$ cat src/utf8d_pkg.sv
// Shared types, codes and helper functions for the UTF-8 decoder.
`default_nettype none

package utf8d_pkg;

    // Depth of the queue between the classifying front and the decoding back.
    localparam int QDEPTH = 2;
    localparam int QPTR_W = (QDEPTH > 1) ? $clog2(QDEPTH) : 1;
    localparam int QCNT_W = $clog2(QDEPTH + 1);

    // Result status codes.
    typedef enum logic [2:0] {
        ST_OK        = 3'd0,
        ST_TRUNC     = 3'd1,
        ST_BADCONT   = 3'd2,
        ST_OVERLONG  = 3'd3,
        ST_SURROGATE = 3'd4,
        ST_RANGE4    = 3'd5,
        ST_BADLEAD   = 3'd6
    } t_status;

    // Byte classes found by the front.
    typedef enum logic [2:0] {
        BC_ASCII = 3'd0,
        BC_LEAD2 = 3'd1,
        BC_LEAD3 = 3'd2,
        BC_LEAD4 = 3'd3,
        BC_CONT  = 3'd4,
        BC_BAD   = 3'd5
    } t_byte_class;

    // Input word: one byte of the string.
    typedef struct packed {
        logic [7:0] data_byte;
        logic       end_of_string;
    } t_in_word;

    // Output word: one decoded result.
    typedef struct packed {
        logic [20:0] code_point;
        t_status     status;
        logic        string_done;
    } t_out_word;

    // Classified byte as it travels through the queue.
    typedef struct packed {
        logic [7:0]  data_byte;
        logic        end_of_string;
        t_byte_class cls;
    } t_cls_word;

    // Sort a raw byte by its leading bit pattern.
    function automatic t_byte_class classify(input logic [7:0] b);
        t_byte_class c;
        if (!b[7]) begin
            c = BC_ASCII;
        end else if (b[7:5] == 3'b110) begin
            c = BC_LEAD2;
        end else if (b[7:4] == 4'b1110) begin
            c = BC_LEAD3;
        end else if (b[7:3] == 5'b11110) begin
            c = BC_LEAD4;
        end else if (b[7:6] == 2'b10) begin
            c = BC_CONT;
        end else begin
            c = BC_BAD;
        end
        return c;
    endfunction

    // Range checks on a completed sequence; len_m1 is its length minus one.
    function automatic t_status check_done(input logic [1:0] len_m1, input logic [20:0] v);
        t_status s;
        s = ST_OK;
        case (len_m1)
            2'd1: begin
                if (v < 21'h000080) s = ST_OVERLONG;
            end
            2'd2: begin
                if (v < 21'h000800) begin
                    s = ST_OVERLONG;
                end else if (v >= 21'h00D800 && v <= 21'h00DFFF) begin
                    s = ST_SURROGATE;
                end
            end
            default: begin
                if (v < 21'h010000 || v > 21'h10FFFF) s = ST_RANGE4;
            end
        endcase
        return s;
    endfunction

endpackage

`default_nettype wire

$ cat src/utf8d_front.sv
// Front stage: takes input words, classifies each byte and holds it for the queue.
`default_nettype none

module utf8d_front (
    input  wire                  i_clk,
    input  wire                  i_rst_n,
    input  wire                  i_valid,
    output logic                 o_ready,
    input  utf8d_pkg::t_in_word  i_word,
    output logic                 o_valid,
    input  wire                  i_ready,
    output utf8d_pkg::t_cls_word o_word
);
    import utf8d_pkg::*;

    logic      r_valid;
    t_cls_word r_word;
    logic      load;

    // The stage refills whenever it is empty or its word moves on.
    assign o_ready = !r_valid || i_ready;
    assign load    = i_valid && o_ready;

    // Valid flag of the stage.
    always_ff @(posedge i_clk) begin
        if (!i_rst_n) begin
            r_valid <= 1'b0;
        end else if (load) begin
            r_valid <= 1'b1;
        end else if (i_ready) begin
            r_valid <= 1'b0;
        end
    end

    // Payload with its byte class.
    always_ff @(posedge i_clk) begin
        if (load) begin
            r_word.data_byte     <= i_word.data_byte;
            r_word.end_of_string <= i_word.end_of_string;
            r_word.cls           <= classify(i_word.data_byte);
        end
    end

    assign o_valid = r_valid;
    assign o_word  = r_word;

endmodule

`default_nettype wire

$ cat src/utf8d_queue.sv
// Short queue of classified bytes between the front and the back.
`default_nettype none

module utf8d_queue (
    input  wire                  i_clk,
    input  wire                  i_rst_n,
    input  wire                  i_valid,
    output logic                 o_ready,
    input  utf8d_pkg::t_cls_word i_word,
    output logic                 o_valid,
    input  wire                  i_ready,
    output utf8d_pkg::t_cls_word o_word
);
    import utf8d_pkg::*;

    t_cls_word          r_mem [QDEPTH];
    logic [QPTR_W-1:0]  r_wr_ptr;
    logic [QPTR_W-1:0]  r_rd_ptr;
    logic [QCNT_W-1:0]  r_count;
    logic               push;
    logic               pop;

    assign o_ready = (r_count != QCNT_W'(QDEPTH));
    assign o_valid = (r_count != '0);
    assign push    = i_valid && o_ready;
    assign pop     = o_valid && i_ready;

    // Advance a pointer with wrap at the queue depth.
    function automatic logic [QPTR_W-1:0] next_ptr(input logic [QPTR_W-1:0] p);
        logic [QPTR_W-1:0] n;
        if (p == QPTR_W'(QDEPTH - 1)) begin
            n = '0;
        end else begin
            n = p + QPTR_W'(1);
        end
        return n;
    endfunction

    // Pointers and fill count.
    always_ff @(posedge i_clk) begin
        if (!i_rst_n) begin
            r_wr_ptr <= '0;
            r_rd_ptr <= '0;
            r_count  <= '0;
        end else begin
            if (push) r_wr_ptr <= next_ptr(r_wr_ptr);
            if (pop)  r_rd_ptr <= next_ptr(r_rd_ptr);
            if (push && !pop) begin
                r_count <= r_count + QCNT_W'(1);
            end else if (pop && !push) begin
                r_count <= r_count - QCNT_W'(1);
            end
        end
    end

    // Entry storage.
    always_ff @(posedge i_clk) begin
        if (push) r_mem[r_wr_ptr] <= i_word;
    end

    assign o_word = r_mem[r_rd_ptr];

endmodule

`default_nettype wire

$ cat src/utf8d_back.sv
// Back stage: runs the sequence decoder on classified bytes and registers the results.
`default_nettype none

module utf8d_back (
    input  wire                  i_clk,
    input  wire                  i_rst_n,
    input  wire                  i_valid,
    output logic                 o_ready,
    input  utf8d_pkg::t_cls_word i_word,
    output logic                 o_valid,
    input  wire                  i_ready,
    output utf8d_pkg::t_out_word o_word
);
    import utf8d_pkg::*;

    logic [1:0]  r_pending;
    logic [1:0]  r_seq_len;
    logic [20:0] r_partial;
    logic        r_dropping;
    logic        r_out_valid;
    t_out_word   r_out;

    logic [1:0]  n_pending;
    logic [1:0]  n_seq_len;
    logic [20:0] n_partial;
    logic        n_dropping;
    t_out_word   n_out;

    logic        pop;
    logic        emit;
    logic        eos;
    logic        is_lead;
    t_status     st;
    logic [20:0] new_part;

    // A byte is taken when the output register is free or being emptied.
    assign o_ready  = !r_out_valid || i_ready;
    assign pop      = i_valid && o_ready;
    assign eos      = i_word.end_of_string;
    assign new_part = {r_partial[14:0], i_word.data_byte[5:0]};

    // Sequence decoding for one popped byte.
    always_comb begin
        n_pending  = r_pending;
        n_seq_len  = r_seq_len;
        n_partial  = r_partial;
        n_dropping = r_dropping;
        emit       = 1'b0;
        is_lead    = 1'b0;
        st         = ST_OK;
        n_out.code_point  = '0;
        n_out.string_done = eos;
        if (pop) begin
            if (r_dropping) begin
                // Bytes after a fault are dropped until the end mark.
                if (eos) n_dropping = 1'b0;
            end else if (r_pending == 2'd0) begin
                case (i_word.cls)
                    BC_ASCII: begin
                        emit = 1'b1;
                        n_out.code_point = {13'd0, i_word.data_byte};
                    end
                    BC_LEAD2: begin
                        is_lead   = 1'b1;
                        n_seq_len = 2'd1;
                        n_partial = {16'd0, i_word.data_byte[4:0]};
                    end
                    BC_LEAD3: begin
                        is_lead   = 1'b1;
                        n_seq_len = 2'd2;
                        n_partial = {17'd0, i_word.data_byte[3:0]};
                    end
                    BC_LEAD4: begin
                        is_lead   = 1'b1;
                        n_seq_len = 2'd3;
                        n_partial = {18'd0, i_word.data_byte[2:0]};
                    end
                    default: begin
                        emit = 1'b1;
                        st   = ST_BADLEAD;
                    end
                endcase
                if (is_lead) begin
                    if (eos) begin
                        emit = 1'b1;
                        st   = ST_TRUNC;
                    end else begin
                        n_pending = n_seq_len;
                    end
                end
            end else if (eos && r_pending > 2'd1) begin
                emit = 1'b1;
                st   = ST_TRUNC;
            end else if (i_word.cls != BC_CONT) begin
                emit = 1'b1;
                st   = ST_BADCONT;
            end else begin
                // Continuation byte: shift in six bits; check on the last one.
                n_partial = new_part;
                n_pending = r_pending - 2'd1;
                if (r_pending == 2'd1) begin
                    emit = 1'b1;
                    st   = check_done(r_seq_len, new_part);
                    if (st == ST_OK) n_out.code_point = new_part;
                end
            end

            // State after a result: clear on end mark, drop after a fault.
            if (emit) begin
                n_pending = 2'd0;
                n_seq_len = 2'd0;
                n_partial = '0;
                if (!eos && st != ST_OK) n_dropping = 1'b1;
            end
            if (eos) begin
                n_pending  = 2'd0;
                n_seq_len  = 2'd0;
                n_partial  = '0;
                n_dropping = 1'b0;
            end
        end
        n_out.status = st;
    end

    // Decoder state.
    always_ff @(posedge i_clk) begin
        if (!i_rst_n) begin
            r_pending  <= 2'd0;
            r_seq_len  <= 2'd0;
            r_partial  <= '0;
            r_dropping <= 1'b0;
        end else begin
            r_pending  <= n_pending;
            r_seq_len  <= n_seq_len;
            r_partial  <= n_partial;
            r_dropping <= n_dropping;
        end
    end

    // Output register valid flag.
    always_ff @(posedge i_clk) begin
        if (!i_rst_n) begin
            r_out_valid <= 1'b0;
        end else if (pop && emit) begin
            r_out_valid <= 1'b1;
        end else if (i_ready) begin
            r_out_valid <= 1'b0;
        end
    end

    // Output register payload.
    always_ff @(posedge i_clk) begin
        if (pop && emit) r_out <= n_out;
    end

    assign o_valid = r_out_valid;
    assign o_word  = r_out;

`ifndef SYNTH
    // While dropping, no sequence is open.
    a_drop_no_open: assert property (@(posedge i_clk) disable iff (!i_rst_n)
        r_dropping |-> (r_pending == 2'd0 && r_seq_len == 2'd0))
        else $error("dropping with an open sequence");

    // Pending count never exceeds the open sequence length.
    a_pending_le_len: assert property (@(posedge i_clk) disable iff (!i_rst_n)
        r_pending <= r_seq_len)
        else $error("pending count above sequence length");

    // A faulty result carries a zero code point.
    a_err_zero_cp: assert property (@(posedge i_clk) disable iff (!i_rst_n)
        (r_out_valid && r_out.status != ST_OK) |-> (r_out.code_point == '0))
        else $error("error result with nonzero code point");

    // A fault on a byte that is not end-marked starts dropping.
    a_fault_drops: assert property (@(posedge i_clk) disable iff (!i_rst_n)
        (pop && emit && st != ST_OK && !eos) |=> r_dropping)
        else $error("fault did not start dropping");

    // An end-marked byte always leaves the decoder cleared.
    a_eos_clears: assert property (@(posedge i_clk) disable iff (!i_rst_n)
        (pop && eos) |=> (r_pending == 2'd0 && !r_dropping))
        else $error("end mark did not clear the decoder");
`endif

endmodule

`default_nettype wire

$ cat src/utf8_to_utf32_decoder.sv
// UTF-8 byte stream to 21-bit code point decoder with validation: top level.
//
// Input channel (i_valid/o_ready, i_word): one byte of a UTF-8 string per word,
// with end_of_string set on the final byte. Output channel (o_valid/i_ready,
// o_word): at most one result per byte, a code point with a status and a
// flag that marks results caused by the end-marked byte.
// Throughput is one byte per cycle while the receiver keeps up. A result
// reaches the output register after its byte passes the front register and
// the queue; bytes that only open or extend a sequence give no result.
// The path is three parts: a classifying front register, a two-word queue,
// and a decoding back end whose output register holds one result.
// After the first fault in a string, bytes are dropped without results until
// the end-marked byte, which clears the decoder.
// When the receiver stalls, the output register holds its word, the back end
// stops taking bytes, the queue and front register fill, and then o_ready
// drops. Synchronous reset empties all stages and clears the decoder; no
// result is pending after reset.
`default_nettype none

module utf8_to_utf32_decoder (
    input  wire                  i_clk,
    input  wire                  i_rst_n,
    input  wire                  i_valid,
    output logic                 o_ready,
    input  utf8d_pkg::t_in_word  i_word,
    output logic                 o_valid,
    input  wire                  i_ready,
    output utf8d_pkg::t_out_word o_word
);
    import utf8d_pkg::*;

    logic      fr_valid;
    logic      fr_ready;
    t_cls_word fr_word;
    logic      q_valid;
    logic      q_ready;
    t_cls_word q_word;

    // Classifying front register.
    utf8d_front u_front (
        .i_clk   (i_clk),
        .i_rst_n (i_rst_n),
        .i_valid (i_valid),
        .o_ready (o_ready),
        .i_word  (i_word),
        .o_valid (fr_valid),
        .i_ready (fr_ready),
        .o_word  (fr_word)
    );

    // Queue between front and back.
    utf8d_queue u_queue (
        .i_clk   (i_clk),
        .i_rst_n (i_rst_n),
        .i_valid (fr_valid),
        .o_ready (fr_ready),
        .i_word  (fr_word),
        .o_valid (q_valid),
        .i_ready (q_ready),
        .o_word  (q_word)
    );

    // Sequence decoder with output register.
    utf8d_back u_back (
        .i_clk   (i_clk),
        .i_rst_n (i_rst_n),
        .i_valid (q_valid),
        .o_ready (q_ready),
        .i_word  (q_word),
        .o_valid (o_valid),
        .i_ready (i_ready),
        .o_word  (o_word)
    );

endmodule

`default_nettype wire
$ cat config.mk
export PLATFORM = sky130hd
export DESIGN_NAME = utf8_to_utf32_decoder
export DESIGN_NICKNAME = d
export VERILOG_FILES = /design/src/utf8d_pkg.sv /design/src/utf8d_front.sv /design/src/utf8d_queue.sv /design/src/utf8d_back.sv /design/src/utf8_to_utf32_decoder.sv
export SDC_FILE = /design/constraint.sdc
export NUM_CORES = 1
export LEC_CHECK = 0
export ABC_AREA = 1
export BUFFER_PORTS_ARGS = -buffer_cell sky130_fd_sc_hd__buf_2
export CAP_MARGIN = 20
export CORE_ASPECT_RATIO = 1.5
export CORE_UTILIZATION = 60
export CTS_CLUSTER_DIAMETER = 30
export DETAILED_ROUTE_END_ITERATION = 16
export PLACE_DENSITY = 0.81
export SLEW_MARGIN = 20
export SYNTH_ARGS = -nofsm -noshare
export SYNTH_HDL_FRONTEND = slang
export SYNTH_SLANG_ARGS = --single-unit
$ cat constraint.sdc
create_clock -name i_clk -period 7.15 [get_ports i_clk]
set_clock_uncertainty 0.05 [all_clocks]
set_input_delay 1.43 -clock i_clk [delete_from_list [all_inputs] [get_ports i_clk]]
set_output_delay 1.43 -clock i_clk [all_outputs]
set_load 0.01 [all_outputs]
==> results.txt <==
----------------------------------------------------
[Synthesis]
  Share of the synthesized netlist area taken by xor and xnor gates ... 0.240%
  Share of synthesized cell area in and, or, nand and nor gates ... approximately 17%
  Count of synthesis-stage warnings from yosys ... 0
  Combinational family with the most area after synthesis ... simple AND/OR/NAND/NOR gates
  Synthesized-area fraction occupied by ao, oa, aoi and oai cells ... ~9.3%
  Share of cell area taken by muxes after synthesis ... 1.37%
  Synthesized cell area ... 3650 sq um
  Synthesized Nets ... 372
  Sequential area share after synthesis ... about two thirds
  Total of flip-flops plus latches after synthesis ... 88
  Post-Syn Instances ... between 300 and 400
  Number of distinct library cell variants in the gate-level netlist after synthesis ... 31
  Adder-cell share of the synthesized area ... around 1.0%
  Avg Cell Area, Syn ... about 10 sq um

[Clock network]
  Total CTS buffers ... 9
  Maximum number of buffers from clock root to sink ... 2
  Clock-pin slew reported for the worst setup and hold paths after clock tree synthesis ... about 0.090 ns
  Total clock sinks ... 88
  Clock latency of the later-clocked register in the worst-skew pair ... 0.35 ns
  CTS tree ... built
  Post-CTS Hold Fix Bufs ... 0
  Root buffer cell ... sky130_fd_sc_hd__clkbuf_8
  Quantity of gates resized following cts ... 0
  Post-CTS setup buffers ... 0
  H-tree levels ... 3

[Global route]
  Via count of the first global-routing pass ... 2452
  Number of antenna violations at the first check in global routing ... 0
  Overflow left after global routing ... 0
  Tot GR Track Use ... 22.6%
  Global-route wire length before repair ... approximately 11 mm
  Largest net degree at the start of global routing ... 25

[Outcome]
  Result of the run ... finished clean

[Timing]
  Final setup fails ... 0
  Hold violation total from the final report ... 0
  Transition time at the pin with the least slew margin ... 1.05 ns
  Pins Over Slew Limit ... 0
  Final period utilization ... 42.0%
  Total negative slack for setup checks ... 0 ns
  Unrepaired setup endpoints after global routing ... false
  Crit path time final ... between 3 and 4 ns
  Peak Freq ... around 0.33 GHz
  Worst-case headroom to the max-slew limit ... 29.5%

[Pwr]
  Part of the total power dissipated in the clock network ... a little over a fifth
  Switch share ... 36.5%
  Areal power density over the cells ... a little over 400 nW/um^2
  Sequential share of power ... approximately 45%
  Total Power Consumption ... 1.70 mW
  Internal power ... between 1 and 1.5 mW
  Peak supply drop ... about 0.22 mV
  Combinational power share ... 33.3%
  Switching power total ... around 620 uW
  Static Leak ... between 1.5 and 2 nW

[Cells and area]
  Final Util ... between 70 and 80%
  Filler instances ... approximately 440
  Share of final-layout standard cells stronger than drive strength 1 ... approximately 18%
  Most common cell after layout, fill and taps aside ... sky130_fd_sc_hd__edfxtp_1
  Final net count ... 415
  Highest-count cells in the layout ignoring fill and taps ... sky130_fd_sc_hd__edfxtp_1, sky130_fd_sc_hd__nor2_1, sky130_fd_sc_hd__nand2_1, sky130_fd_sc_hd__inv_1, sky130_fd_sc_hd__buf_2
  Area growth from synthesis to layout ... 12.8%
  Total inserted antenna cells ... 0

[Place]
  Count of buffers from port buffering ... 39
  Post-detail-place hpwl ... around 4.6 mm
  Routability congestion estimate from global placement ... roughly 0.90

[Setup path]
  Signal arrival time at the worst endpoint ... 3.13 ns
  Startpoint type of the worst setup path ... input port
  Capturing element type of the critical path ... flip-flop
  Worst EP required ... roughly 7.3 ns
  CP Class ... in2reg
  Largest fanout on the critical path ... 21

[Drt]
  Post-DR vias/cell ... around 5.5
  Number of vias in the routed layout ... about 2600
  Number of DRC violations after detailed-routing iteration 0 ... around 150
  Routed length per instance ... 13.7 um
  First-pass iteration count of the detailed router ... 4
  Antenna-violating nets left ... 0
  Final wirelength ... 6.53 mm
  DRC viols ... 0

[Die]
  Die span in y ... a little under 100 um
  Initial Util ... 62.7%
  DIE AREA ... about 6400 sq um
  Top Ports ... 40
  Die boundary width ... around 66 um
  Number of placement rows ... 34
  Core region area ... about 5800 sq um

[Hold path]
  Class of the worst hold path ... reg2reg

[Run]
  Max-cap check violation count ... 0

----------------------------------------------------
[power groups by stage]
stage / sequential (mW) / combinational (mW) / clock (mW)
2_1_floorplan: 0.806 / 0.366 / 0
3_3_place_gp: 0.771 / 0.547 / 0
3_5_place_dp: 0.775 / 0.559 / 0
4_1_cts: 0.765 / 0.563 / 0.377
5_1_grt: 0.779 / 0.634 / 0.397
6_report: 0.764 / 0.567 / 0.370
[cell usage after synthesis]
master,instances,area [sq um]
sky130_fd_sc_hd__o21ai_1,3,15.0
sky130_fd_sc_hd__a2111oi_0,1,8.76
sky130_fd_sc_hd__clkinv_2,1,5.00
sky130_fd_sc_hd__nor3_1,3,15.0
sky130_fd_sc_hd__ha_1,3,37.5
sky130_fd_sc_hd__buf_6,1,11.3
sky130_fd_sc_hd__nand4_1,2,12.5
sky130_fd_sc_hd__nand3_2,3,30.0
sky130_fd_sc_hd__xor2_1,1,8.76
sky130_fd_sc_hd__edfxtp_1,61,1830
sky130_fd_sc_hd__nand2_2,2,12.5
sky130_fd_sc_hd__a211oi_1,2,15.0
sky130_fd_sc_hd__inv_1,40,150
sky130_fd_sc_hd__o211ai_1,1,7.51
sky130_fd_sc_hd__o32ai_1,2,17.5
sky130_fd_sc_hd__nand2_1,47,176
sky130_fd_sc_hd__dfxtp_1,27,541
sky130_fd_sc_hd__nor2_2,2,12.5
sky130_fd_sc_hd__clkbuf_1,2,7.51
sky130_fd_sc_hd__nand2_4,1,11.3
sky130_fd_sc_hd__a21oi_4,1,16.3
sky130_fd_sc_hd__mux2i_1,5,50.1
sky130_fd_sc_hd__a21oi_1,31,155
sky130_fd_sc_hd__nor2_1,54,203
sky130_fd_sc_hd__nor4_1,1,6.26
sky130_fd_sc_hd__buf_2,5,25.0
sky130_fd_sc_hd__o21ai_2,1,8.76
sky130_fd_sc_hd__inv_2,4,15.0
sky130_fd_sc_hd__or2_2,1,6.26
sky130_fd_sc_hd__nand3_1,29,145
sky130_fd_sc_hd__o21ai_0,19,95.1
[per-layer routing]
layer / wire length (um) / share of wire [%] / GRT usage (%)
met5: 0 / 0 / 0
met1: 2490 / 38 / 23.7
met3: 240 / 3.7 / 4.11
met4: 319 / 4.9 / 18.1
met2: 3480 / 53 / 38.1
[critical path, cell delays in order]
cell and delay (ns):
sky130_fd_sc_hd__buf_2 0.08, sky130_fd_sc_hd__nor2_1 0.06, sky130_fd_sc_hd__a21oi_4 0.18, sky130_fd_sc_hd__inv_2 0.12, sky130_fd_sc_hd__nor2_1 0.15, sky130_fd_sc_hd__nand4_1 0.71, sky130_fd_sc_hd__a21oi_1 0.39
[final cells by class]
type                       count  area, sq um  share of cell area (%)
tap                           72         90.1                    2.19
clock inverter                 6         90.1                    2.19
clock buffer                  10          128                    3.10
inverter                      45          170                    4.13
timing repair buffer          40          203                    4.92
multi-input combinational    215         1070                    25.9
sequential                    88         2370                    57.6
[state kept, by name, indices dropped and copies added (netlist names), named ones only]
| name | cells |
|---|---|
| u_queue.r_count | 2 |
| u_back.r_seq_len | 2 |
| u_back.r_dropping | 1 |
| u_back.r_partial | 15 |
| u_queue.r_mem | 24 |
| u_back.o_valid | 1 |
| u_front.o_word | 12 |
| u_back.o_word | 25 |
| u_queue.r_rd_ptr | 1 |
| u_back.r_pending | 2 |
| u_front.o_valid | 1 |
| u_queue.r_wr_ptr | 1 |
[worst paths after layout]
path,start,endpoint,slack (ns),cells after the start
min reg2reg,u_front.o_word[2],u_queue.r_mem[0][2],0.40,0
max,i_ready,u_back.o_word[6],4.15,7
min,u_front.o_word[2],u_queue.r_mem[0][2],0.40,0
max reg2reg,flip-flop,u_back.o_word[6],4.30,8
[metrics by stage]
| step | hold slack [ns] | setup WS (ns) | area (sq um) | std cells |
|---|---|---|---|---|
| after floorplan | 0.371 | 3.83 | 3650 | 356 |
| after global placement | 0.372 | 3.94 | 3900 | 460 |
| after detailed placement | 0.382 | 3.72 | 3900 | 460 |
| after CTS | 0.401 | 4.14 | 4120 | 476 |
| after global routing | 0.414 | 4.01 | 4120 | 476 |
| final | 0.399 | 4.15 | 4120 | 476 |
[logic make-up (layout without fill, tap and decap cells)]
group                    after synthesis  in the layout
adder cells (fa/ha/maj)                3              3
multiplexers                           5              5
AO/OA/AOI/OAI                         61             61
XOR/XNOR                               1              1
flip-flops                            88             88
AND/OR/NAND/NOR                      145            145
buffers and inverters                 53            101
(Power assumes the default switching activity.)
